$ cat config.mk
export PLATFORM = sky130hd
export DESIGN_NAME = isa_ctrl
export DESIGN_NICKNAME = d
export VERILOG_FILES = /design/src/sv/isa_pkg.sv /design/src/sv/isa_ctrl.sv
export SDC_FILE = /design/constraint.sdc
export NUM_CORES = 1
export LEC_CHECK = 0
export BUFFER_PORTS_ARGS = -buffer_cell sky130_fd_sc_hd__buf_2
export CAP_MARGIN = 10
export CORE_MARGIN = 10
export CORE_UTILIZATION = 35
export CTS_CLUSTER_DIAMETER = 200
export DETAILED_ROUTE_END_ITERATION = 16
export PLACE_DENSITY = 0.66
export SYNTH_ARGS = -nofsm -noshare
export SYNTH_HDL_FRONTEND = slang
export SYNTH_SLANG_ARGS = --single-unit
export TNS_END_PERCENT = 30
$ cat constraint.sdc
create_clock -name clk -period 2.4 [get_ports clk]
set_clock_uncertainty 0.15 [all_clocks]
set_input_delay 0.48 -clock clk [delete_from_list [all_inputs] [get_ports clk]]
set_output_delay 0.48 -clock clk [all_outputs]
set_load 0.01 [all_outputs]
$ cat src/sv/isa_pkg.sv
// Shared types and constants for the index set submatrix accumulate unit.
// Holds command codes, controller states, command and status structs.
// No dependencies.
package isa_pkg;

  localparam int unsigned VALUE_W    = 64;
  localparam int unsigned IDX_W      = 6;
  localparam int unsigned CMD_W      = 3;
  localparam int unsigned IN_DATA_W  = 80;
  localparam int unsigned OUT_USER_W = 2;

  localparam logic [VALUE_W-1:0] Q_MAX = 64'h7FFF_FFFF_FFFF_FFFF;
  localparam logic [VALUE_W-1:0] Q_MIN = 64'h8000_0000_0000_0000;

  typedef enum logic [CMD_W-1:0] {
    CMD_PUSH   = 3'd0,
    CMD_ADD    = 3'd1,
    CMD_SET    = 3'd2,
    CMD_MIRROR = 3'd3,
    CMD_READ   = 3'd4
  } cmd_code_t;

  typedef enum logic [2:0] {
    ST_CLEAR,
    ST_IDLE,
    ST_READ_OUT,
    ST_FETCH,
    ST_PAIR,
    ST_CELL_WR,
    ST_DONE
  } state_t;

  typedef enum logic [1:0] {
    WS_ZERO,
    WS_VALUE,
    WS_SUM,
    WS_COPY
  } wsel_t;

  typedef enum logic [1:0] {
    OS_FLAGS,
    OS_READ,
    OS_BULK
  } osel_t;

  typedef struct packed {
    logic  take;
    logic  list_wr;
    logic  list_rd;
    logic  mat_rd_item;
    logic  mat_rd_pair;
    logic  mat_wr;
    logic  wr_cross;
    wsel_t wsel;
    logic  out_load;
    osel_t osel;
    logic  full_flag;
  } ctrl_cmd_t;

  typedef struct packed {
    logic pair_ok;
    logic out_busy;
  } dp_status_t;

endpackage

$ cat src/sv/isa_ctrl.sv
// Controller state machine: clearing pass, command decode, pair loop counters
// and the index count. Depends on isa_pkg.
module isa_ctrl import isa_pkg::*; #(
  parameter int unsigned DIM = 64,
  parameter int unsigned MAX_SET = 64,
  localparam int unsigned LW = (MAX_SET > 1) ? $clog2(MAX_SET) : 1,
  localparam int unsigned CW = $clog2(MAX_SET + 1),
  localparam int unsigned AW = $clog2(DIM * DIM)
) (
  input  logic             clk,
  input  logic             rst,
  input  logic             s_tvalid,
  output logic             s_tready,
  input  logic [CMD_W-1:0] s_tuser,
  input  dp_status_t       status,
  output ctrl_cmd_t        cmd,
  output logic [LW-1:0]    list_wr_addr,
  output logic [LW-1:0]    list_addr_i,
  output logic [LW-1:0]    list_addr_j,
  output logic [AW-1:0]    clr_addr
);

  state_t        state, state_next;
  cmd_code_t     op, op_next;
  cmd_code_t     cmd_in;
  logic [LW-1:0] i, i_next;
  logic [LW-1:0] j, j_next;
  logic [CW-1:0] count, count_next;
  logic [AW-1:0] clr, clr_next;
  logic          advance;
  logic          j_end;
  logic          i_last;

  assign cmd_in       = cmd_code_t'(s_tuser);
  assign list_wr_addr = count[LW-1:0];
  assign list_addr_i  = i;
  assign list_addr_j  = j;
  assign clr_addr     = clr;

  assign j_end  = (op == CMD_MIRROR) ? (((LW+1)'(j) + 1'b1) == (LW+1)'(i)) : (j == i);
  assign i_last = ((CW+1)'(i) + 1'b1) == (CW+1)'(count);

  always_ff @(posedge clk) begin
    if (rst) begin
      state <= ST_CLEAR;
      op    <= CMD_PUSH;
      i     <= '0;
      j     <= '0;
      count <= '0;
      clr   <= '0;
    end else begin
      state <= state_next;
      op    <= op_next;
      i     <= i_next;
      j     <= j_next;
      count <= count_next;
      clr   <= clr_next;
    end
  end

  always_comb begin
    state_next = state;
    op_next    = op;
    i_next     = i;
    j_next     = j;
    count_next = count;
    clr_next   = clr;
    cmd        = '0;
    s_tready   = 1'b0;
    advance    = 1'b0;
    unique case (state)
      ST_CLEAR: begin
        cmd.mat_wr = 1'b1;
        cmd.wsel   = WS_ZERO;
        if (clr == AW'(DIM * DIM - 1)) begin
          state_next = ST_IDLE;
        end else begin
          clr_next = clr + 1'b1;
        end
      end
      ST_IDLE: begin
        s_tready = !status.out_busy;
        if (s_tvalid && !status.out_busy) begin
          cmd.take = 1'b1;
          op_next  = cmd_in;
          unique case (cmd_in) inside
            CMD_PUSH: begin
              cmd.out_load = 1'b1;
              cmd.osel     = OS_FLAGS;
              if (count < CW'(MAX_SET)) begin
                cmd.list_wr = 1'b1;
                count_next  = count + 1'b1;
              end else begin
                cmd.full_flag = 1'b1;
              end
            end
            CMD_ADD, CMD_SET: begin
              i_next     = '0;
              j_next     = '0;
              state_next = (count == '0) ? ST_DONE : ST_FETCH;
            end
            CMD_MIRROR: begin
              i_next     = LW'(1);
              j_next     = '0;
              state_next = (count <= CW'(1)) ? ST_DONE : ST_FETCH;
            end
            CMD_READ: begin
              cmd.mat_rd_item = 1'b1;
              state_next      = ST_READ_OUT;
            end
            default: begin
              cmd.out_load = 1'b1;
              cmd.osel     = OS_FLAGS;
            end
          endcase
        end
      end
      ST_READ_OUT: begin
        cmd.out_load = 1'b1;
        cmd.osel     = OS_READ;
        state_next   = ST_IDLE;
      end
      ST_FETCH: begin
        cmd.list_rd = 1'b1;
        state_next  = ST_PAIR;
      end
      ST_PAIR: begin
        if (!status.pair_ok) begin
          advance = 1'b1;
        end else if (op == CMD_SET) begin
          cmd.mat_wr = 1'b1;
          cmd.wsel   = WS_VALUE;
          advance    = 1'b1;
        end else begin
          cmd.mat_rd_pair = 1'b1;
          state_next      = ST_CELL_WR;
        end
      end
      ST_CELL_WR: begin
        cmd.mat_wr   = 1'b1;
        cmd.wsel     = (op == CMD_MIRROR) ? WS_COPY : WS_SUM;
        cmd.wr_cross = (op == CMD_MIRROR);
        advance      = 1'b1;
      end
      ST_DONE: begin
        cmd.out_load = 1'b1;
        cmd.osel     = OS_BULK;
        count_next   = '0;
        state_next   = ST_IDLE;
      end
      default: begin
        state_next = ST_IDLE;
      end
    endcase
    if (advance) begin
      if (j_end) begin
        if (i_last) begin
          state_next = ST_DONE;
        end else begin
          i_next     = i + 1'b1;
          j_next     = '0;
          state_next = ST_FETCH;
        end
      end else begin
        j_next     = j + 1'b1;
        state_next = ST_FETCH;
      end
    end
  end

`ifndef ASSERT_OFF
  a_count_bound: assert property (@(posedge clk) disable iff (rst)
    count <= CW'(MAX_SET))
    else $error("index count beyond list depth");

  a_done_empties: assert property (@(posedge clk) disable iff (rst)
    (state == ST_DONE) |=> (count == '0 && state == ST_IDLE))
    else $error("bulk command did not empty the list");

  a_read_result: assert property (@(posedge clk) disable iff (rst)
    (s_tvalid && s_tready && cmd_in == CMD_READ) |=> (state == ST_READ_OUT && cmd.out_load))
    else $error("read item did not produce its result");

  a_pair_order: assert property (@(posedge clk) disable iff (rst)
    (state == ST_PAIR || state == ST_CELL_WR) |-> (j <= i))
    else $error("column position passed row position");
`endif

endmodule

==> Yosys cells after proc, flatten, opt, wreduce, memory -nomap -nowiden <==
Cells that the tools add are included.
{ "classes": {"n_mux": 55, "n_eq_ne": 25, "n_lt_le_gt_ge": 2, "n_addsub": 6, "bitwise_logic": 1, "n_reduce_logical": 14} }
{ "ops": {"columns": ["op", "n"], "rows": [
  ["6-bit 2-to-1 mux", 11],
  ["3-bit 2-to-1 mux", 10],
  ["7-bit 2-to-1 mux", 3],
  ["1-bit 2-to-1 mux", 19],
  ["3-bit by 2-bit == test with 1-bit output (second input constant)", 6],
  ["3-bit one-hot mux with 3 select lines", 2],
  ["3-bit one-hot mux with 5 select lines", 1],
  ["6-bit by 1-bit adder with 7-bit output (second input constant)", 2],
  ["7-bit one-hot mux with 2 select lines", 1],
  ["12-bit by 1-bit adder with 12-bit output (second input constant)", 1],
  ["6-bit by 1-bit adder with 6-bit output (second input constant)", 2],
  ["12-bit == test (second input constant)", 1],
  ["3-bit == test (second input constant)", 4],
  ["3-bit inequality test (second input constant)", 4],
  ["6-bit one-hot mux with 2 select lines", 1],
  ["2-bit inequality test (second input constant)", 4],
  ["7-bit by 1-bit adder with 7-bit output (second input constant)", 1],
  ["7-bit by 6-bit == test with 1-bit output", 1],
  ["7-bit == test", 1],
  ["7-bit by 1-bit less-or-equal comparator with 1-bit output (second input constant)", 1],
  ["7-bit zero test", 1],
  ["7-bit less-than comparator (second input constant)", 1],
  ["3-bit by 1-bit == test with 1-bit output (second input constant)", 2],
  ["6-bit == test", 1],
  ["other kinds (16)", 22]
]} }
{ "word_totals": {"word_cells": 109, "regBits": 37, "output_inout_bits": 44, "inputBits": 8} }

==> Depth between registers and ports, before layout <==
Gate-level depths: netlist of run 1.
{ "depth": {"word_depth": 8, "ltp_mapped": 9, "ltp_nobuf": 9} }

==> Least setup slack after synthesis of run 1 <==
Ideal clock, no wire load.
{ "synth_path": {"path_type": "reg2reg", "startpoint": "register i[0] (netlist: list_addr_i[0])", "endpoint": "register i[0] (netlist: list_addr_i[0])", "n_path_buf": 1, "path_stages_with_launch": 10, "setup_time_ps": 138, "required_ps": 2112, "period_less_slack_ps": 2455, "slack_ps": -55, "arrival_time_ps": 2167, "cell_sequence": "dfxtp_1 -> ha_1 -> nand2b_1 -> a311o_1 -> nor4_2 -> a31oi_1 -> nor3b_1 -> buf_2 -> a221oi_1 -> a211oi_1"} }
{ "synth_via": {"elab_chain_cells": 6, "elab_cells_between_ends": 12, "cone_classes": "add/sub: 2; eq/ne: 3; mux: 7"} }
{ "synth_rtl": {"columns": ["item", "line_no", "rtl"], "rows": [
  ["start, declared", "isa_ctrl.sv:26", "logic [LW-1:0] i, i_next;"],
  ["start signal, assigned", "isa_ctrl.sv:54", "i <= i_next;"],
  ["branches (longest 5 deep; another with 6-bit by 1-bit adder with 7-bit output)", null, null],
  ["6-bit 2-to-1 mux (*)", "isa_ctrl.sv:155", "if (advance) begin"]
]} }
Every way passes the cells marked *.
A chain may end at the register's enable or synchronous reset.

==> Worst setup path after layout of run 1 <==
{ "layout_path": {"startpoint": "register i[0] (netlist: list_addr_i[0])", "endpoint": "register i[4] (netlist: list_addr_i[4])"} }
{ "layout_via": {"elab_chain_cells": 5, "elab_cells_between_ends": 9, "cone_classes": "add/sub: 2; eq/ne: 3; mux: 4"} }
{ "layout_rtl": {"columns": ["item", "line_no", "rtl"], "rows": [
  ["6-bit by 1-bit adder with 7-bit output", "isa_ctrl.sv:41", "assign i_last = ((CW+1)'(i) + 1'b1) == (CW+1)'(count);"],
  ["7-bit == test", "isa_ctrl.sv:41", null],
  ["6-bit 2-to-1 mux", "isa_ctrl.sv:157", "if (i_last) begin"],
  ["6-bit 2-to-1 mux (*)", "isa_ctrl.sv:156", "if (j_end) begin"],
  ["6-bit 2-to-1 mux (*)", "isa_ctrl.sv:155", null]
]} }
Mark *: on every way between the ends. The rest lies on a longest branch, timed or not.

==> summary.md, run 1 <==
| Metric | Value |
|---|---|
| Reg clk slew, reported paths | `0.08 ns` |
| Synth top area cells | `dfxtp_1 30%, nor2_1 5.3%, a21oi_1 4.7%, nand2_1 4.4%, xnor2_1 4.2%` |
| Antenna cells | `0` |
| Post-synth top flop | `dfxtp_1` |
| Die Span X | `104 µm` |
| Pins Over Slew Limit | `0` |
| Multi-input gate area | `1610 µm²` |
| H-tree depth | `2` |
| CP Data Arrival Time | `around 2.5 ns` |
| Static Leakage | `about 1.4 nW` |
| Largest net degree at the start of global routing | `22` |
| Final hold viol count | `0` |
| Hold buffers post-CTS | `0` |
| Num CTS Buffers | `5` |
| Top-area cell type share of the netlist area | `29.9%` |
| Number of synthesized flops with an enable pin | `0` |
| YS warnings | `0` |
| Synth async-reset ratio | `0%` |
| CTS root buffer | `clkbuf_8` |
| Overall Power | `between 1.5 and 2 mW` |
| Synthesized flop and latch total | `37` |
| CP endpoint kind | `flip-flop` |
| Dpl cells | `477` |
| RSZ-0062 raised after global routing | `yes` |
| Die height | `104 µm` |
| Total track usage | `12.0%` |
| Vias/cell | `about 5.2` |
| Initial antenna violation count | `0` |
| GPL Wtd Cong | `0.807` |
| GR Overflow Total | `0` |
| Cell taking the most area after synthesis | `dfxtp_1` |
| Most Used Layer, Global Route | `met2` |
| Crit path time final | `between 2 and 2.5 ns` |
| Max transition margin | `72.1%` |
| Synth-to-Final Area Change | `27.7%` |
| Post-DP HPWL | `5.25 mm` |
| First-pass GRT wire length | `around 11 mm` |
| Total clock sinks | `37` |
| Core area | `6830 µm²` |
| Routed WL per cell | `14.1 µm` |
| Fin cells | `487` |
| Starting Density | `36.2%` |
| Crit path launch type | `flip-flop` |
| # IOs | `52` |
| Syn nets | `about 330` |
| Fillers | `693` |
| Final WL | `just under 7 mm` |
| # setup viols final | `0` |
| Reg area | `744 µm²` |
| Crit path kind | `reg2reg` |
| Clock Latency Late Sink | `0.29 ns` |
| Area of the die | `10,800 µm²` |
| Cell Pwr Density | `around 620 nW/µm²` |
| Final nets | `approximately 400` |
| Status | `finished clean` |
| CTS tree | `done` |
| # rows | `30` |
| Vias in the first global route | `2,377` |
| Drt drc | `0` |
| M2 GR Usage | `21.0%` |
| Synth cell types | `57` |
| Achievable Freq | `418 MHz` |
| WP data required | `2.47 ns` |
| Clock Path Buffers | `2` |
| Worst Path Max Fanout | `7` |
| DR iter-0 viols | `86` |
| Antenna Nets Post-Route | `0` |
| Vias | `2,518` |
| Tcrit/Tclk final | `99.6%` |
| Hold crit path type | `in2reg` |
| GR Layer Usage met3 | `3.78%` |
| Layout cells sized above 1 | `between 30% and 40%` |
| Port Buffers | `slightly above 50` |
| Syn Inst Count | `roughly 320` |
| Avg Synthesized Cell Area | `7.76 µm²` |
| Sequential fraction of the synthesis area | `29.9%` |
| Least-Margin Pin Slew | `0.418 ns` |
| Met1 usage | `14.3%` |
| First drt pass iteration count | `4` |
| Mapped cell area | `around 2500 µm²` |
| Max VDD drop | `442 µV` |
| Max cap viols | `0` |
-- registers in the layout (all words and copies together) (netlist names) --
signal	count
list_addr_i	6
state	3
op	3
clr_addr	12
count	7
list_addr_j	6
-- area by class of cell --
cell class / count / share of cell area (%)
tap: 96 / 3.80
timing repair buffer: 84 / 16.3
clock buffer: 6 / 2.61
clock inverter: 2 / 1.19
multi-input combinational: 249 / 51.0
inverter: 13 / 1.54
sequential: 37 / 23.6
-- worst max-delay path: stages, from the launching register on --
cell and delay (ns):
dfxtp_2 0.34, ha_4 0.24, xor2_1 0.13, a311o_1 0.33
nor4_2 0.21, a31oi_1 0.16, nor3b_4 0.20, buf_6 0.14
or3_1 0.30, a21oi_1 0.12
-- layout by cell type (no fill, tap or decap), types with 3 or more instances in the layout --
cell / netlist / final
nand3b_1: 4 / 4
inv_1: 13 / 13
a21oi_1: 23 / 22
buf_2: 2 / 51
nor2_1: 35 / 34
or3_1: 7 / 7
nand2_1: 29 / 29
clkbuf_8: 0 / 6
a31oi_1: 7 / 7
nand4_1: 6 / 6
o21ai_0: 15 / 13
o21bai_1: 6 / 5
and2_1: 3 / 3
ha_1: 6 / 4
nor2b_1: 3 / 3
nand3_1: 17 / 15
dfxtp_2: 0 / 3
nand3_2: 1 / 3
buf_4: 9 / 30
dfxtp_1: 37 / 34
or3b_2: 3 / 3
xor2_1: 8 / 8
xnor2_1: 12 / 12
o21a_1: 3 / 3
nand2b_1: 9 / 9
buf_6: 2 / 3
nor3_1: 12 / 11
and3_1: 6 / 5
-- stage by stage --
stage          setup TNS (ns)  util, %  area, µm²  setup WS, ns  hold WS, ns
2_1_floorplan               0        -       2480        0.0435        0.295
3_3_place_gp         -0.00357     43.0       2940      -0.00357        0.303
3_5_place_dp          -0.0842     43.0       2940       -0.0842        0.314
4_1_cts               -0.0472     45.2       3090       -0.0472        0.323
5_1_grt                -0.517     46.3       3160        -0.121        0.329
6_report                    0     46.3       3160        0.0103        0.328
-- cells in the mapped netlist (3+ instances only) --
master,instances
and2_1,3
xor2_1,8
a31oi_1,7
inv_1,13
or3b_2,3
clkbuf_1,4
nor3_1,12
o21bai_1,6
nor2b_1,3
nand3_1,17
dfxtp_1,37
ha_1,6
o21ai_0,15
a21oi_1,23
nor2_1,35
nand4_1,6
nand2_1,29
o21a_1,3
xnor2_1,12
buf_4,9
nand2b_1,9
or3_1,7
nand3b_1,4
and3_1,6
-- cells by family after synthesis --
family	count (synthesis)	share of synthesized area [%]
xor gates and xnor gates	21	7.99
buffers and inverters	33	7.99
muxes	2	0.809
and+or+nand+nor	145	30.0
DFF	37	29.9
adders and majority gates	6	3.03
AOI/OAI and AO/OA	75	20.2
-- timing repair --
action	CTS	global route
pin swaps	3	7
resized for setup	7	13
setup endpoints to repair	3	15
setup buffers	1	2
-- layer usage --
layer | up-vias | wire length [µm]
met3 | 4 | 326
met4 | 0 | 31
met2 | 48 | 3470
li1 | 1267 | -
met1 | 1199 | 3020
met5 | - | 0
-- power breakdown --
part	leakage (nW)	switching [mW]	internal (mW)	total, mW
clock network	0.0574	0.232	0.338	0.570
registers	0.301	0.0602	0.664	0.724
logic	0.994	0.370	0.306	0.676
-- worst paths after layout --
| check | endpoint | startpoint | depth (start not counted) | slack [ns] |
|---|---|---|---|---|
| min | op[0] | s_tuser[0] | 3 | 0.33 |
| max | list_addr_i[4] | list_addr_i[0] | 9 | 0.01 |
| min reg2reg | op[2] | op[2] | 2 | 0.33 |
| max reg2reg | list_addr_i[4] | list_addr_i[0] | 9 | 0.01 |
Note: power is estimated with default switching activity, not from simulation.
==> run 2, diff against run 1 <==
--- a/config.mk
+++ b/config.mk
@@ -11,7 +11,7 @@
 export CORE_UTILIZATION = 35
 export CTS_CLUSTER_DIAMETER = 200
 export DETAILED_ROUTE_END_ITERATION = 16
-export PLACE_DENSITY = 0.66
+export PLACE_DENSITY_LB_ADDON = 0.3
 export SYNTH_ARGS = -nofsm -noshare
 export SYNTH_HDL_FRONTEND = slang
 export SYNTH_SLANG_ARGS = --single-unit
==> summary.md, run 2 (same netlist as run 1, synthesis figures left out) <==
| Metric | Value |
|---|---|
| Final nets | `402` |
| Reg area | `744 µm²` |
| Worst Path Max Fanout | `7` |
| Clock Path Buffers | `2` |
| GPL Wtd Cong | `0.831` |
| Total track usage | `12.3%` |
| Vias/cell | `5.14` |
| Vias in the first global route | `2,468` |
| Fin util | `about 46%` |
| Pins Over Slew Limit | `0` |
| Max VDD drop | `about 270 µV` |
| Hold crit path type | `reg2reg` |
| Cell Pwr Density | `600 nW/µm²` |
| Tcrit/Tclk final | `98.2%` |
| Core area | `6830 µm²` |
| WP data required | `about 2.4 ns` |
| Max reg flops | `12` |
| Hold buffers post-CTS | `0` |
| Placed Area | `a little under 3000 µm²` |
| Dpl cells | `474` |
| Routed WL per cell | `14.2 µm` |
| Final WL | `slightly below 7 mm` |
| Num CTS Buffers | `5` |
| Antenna cells | `0` |
| Overall Power | `approximately 1.9 mW` |
| Finished Cell Area | `3120 µm²` |
| CTS tree | `done` |
| Static Leakage | `between 1 and 1.5 nW` |
| RSZ-0062 raised after global routing | `yes` |
| Largest net degree at the start of global routing | `21` |
| R2r startpoint | `list_addr_i[1]` |
| Crit path launch type | `flip-flop` |
| Fillers | `between 700 and 800` |
| Total clock sinks | `37` |
| # IOs | `52` |
| Die height | `104 µm` |
| Final hold viol count | `0` |
| First-pass GRT wire length | `11.5 mm` |
| Hold WS | `approximately 0.33 ns` |
| CP Data Arrival Time | `2.39 ns` |
| Port Buffers | `51` |
| Drt drc | `0` |
| CP endpoint kind | `flip-flop` |
| Crit path launch | `list_addr_i[1]` |
| Crit path time final | `between 2 and 2.5 ns` |
| Status | `finished clean` |
| Initial antenna violation count | `0` |
| # setup viols final | `0` |
| DR iter-0 viols | `87` |
| Post-DP HPWL | `~5.4 mm` |
| Hold Startpoint | `op[2]` |
| Starting Density | `36.2%` |
| Clock Latency Late Sink | `0.29 ns` |
| First drt pass iteration count | `4` |
| Die Span X | `104 µm` |
| # rows | `30` |
| Reg clk slew, reported paths | `0.08 ns` |
| Least-Margin Pin Slew | `0.592 ns` |
| Vias | `2,493` |
| Crit path kind | `reg2reg` |
| H-tree depth | `2` |
| CTS root buffer | `clkbuf_8` |
| Area of the die | `roughly 11,000 µm²` |
| Achievable Freq | `424 MHz` |
| Max cap viols | `0` |
| Commonest non-fill, non-tap cell in the layout | `buf_2` |
| Fin cells | `485` |
| Layout cells sized above 1 | `a little under a third` |
| GR Overflow Total | `0` |
| Antenna Nets Post-Route | `0` |
| Multi-input gate area | `~1600 µm²` |
| Synth-to-Final Area Change | `26.0%` |
| Most frequent cells in the layout | `51 x buf_2, 35 x nor2_1, 34 x dfxtp_1` |
| Max transition margin | `between 60% and 70%` |
-- run 2: changes by cell type in the layout (fill, tap and decap cells not counted), sizes merged --
cell,delta
buf,-2
bufinv,-1
clkbuf,-1
clkinv,+1
inv,+1
-- run 2: report_power, final --
| part | switching (mW) | leakage, nW | internal (mW) |
|---|---|---|---|
| registers | 0.0588 | 0.301 | 0.664 |
| logic | 0.380 | 0.980 | 0.319 |
| clock network | 0.244 | 0.0445 | 0.206 |
| total | 0.684 | 1.32 | 1.19 |
-- run 2: critical path, stage by stage, from the launching register on --
cell,delay [ns]
dfxtp_2,0.34
ha_4,0.16
buf_6,0.12
and3_4,0.18
a221oi_2,0.26
o22ai_1,0.14
a31oi_1,0.21
nor3b_4,0.26
buf_12,0.14
buf_4,0.11
nand3b_1,0.10
a31oi_1,0.08
-- run 2: metrics by stage --
step / setup WS (ns) / setup TNS [ns]
final: 0.0433 / 0
after global routing: -0.120 / -0.735
after CTS: -0.0195 / -0.0195
after detailed placement: -0.0329 / -0.0448
after global placement: 0.0152 / 0
after floorplan: 0.0435 / 0
-- run 2: area by class of cell --
class | instances | area share, %
multi-input cells | 249 | 51.5
flip-flops and latches | 37 | 23.9
repair buffers | 82 | 16.3
well taps | 96 | 3.85
clock buffers | 5 | 2.21
inverters | 13 | 1.56
clock inverters | 3 | 0.682
-- run 2: path summary, 6_finish.rpt --
path,endpoint,slack (ns),depth (start not counted)
worst min-delay path,op[2],0.33,2
worst max-delay path,list_addr_i[3],0.04,11
worst min register to register,op[2],0.33,2
worst max register to register,list_addr_i[3],0.04,11
-- run 2: metal layers --
layer / vias to the layer above / part of all wire, % / track usage [%]
li1: 1265 / - / -
met1: 1170 / 47 / 15.2
met2: 52 / 48 / 20.9
met3: 6 / 4.1 / 3.16
met4: 0 / 0.87 / 2.78
met5: - / 0 / 0
-- run 2: what timing repair did --
action                     in CTS  in global routing
setup endpoints to repair       3                 16
setup buffers                   1                  3
pin swaps                       3                 12
resized for setup               0                 19
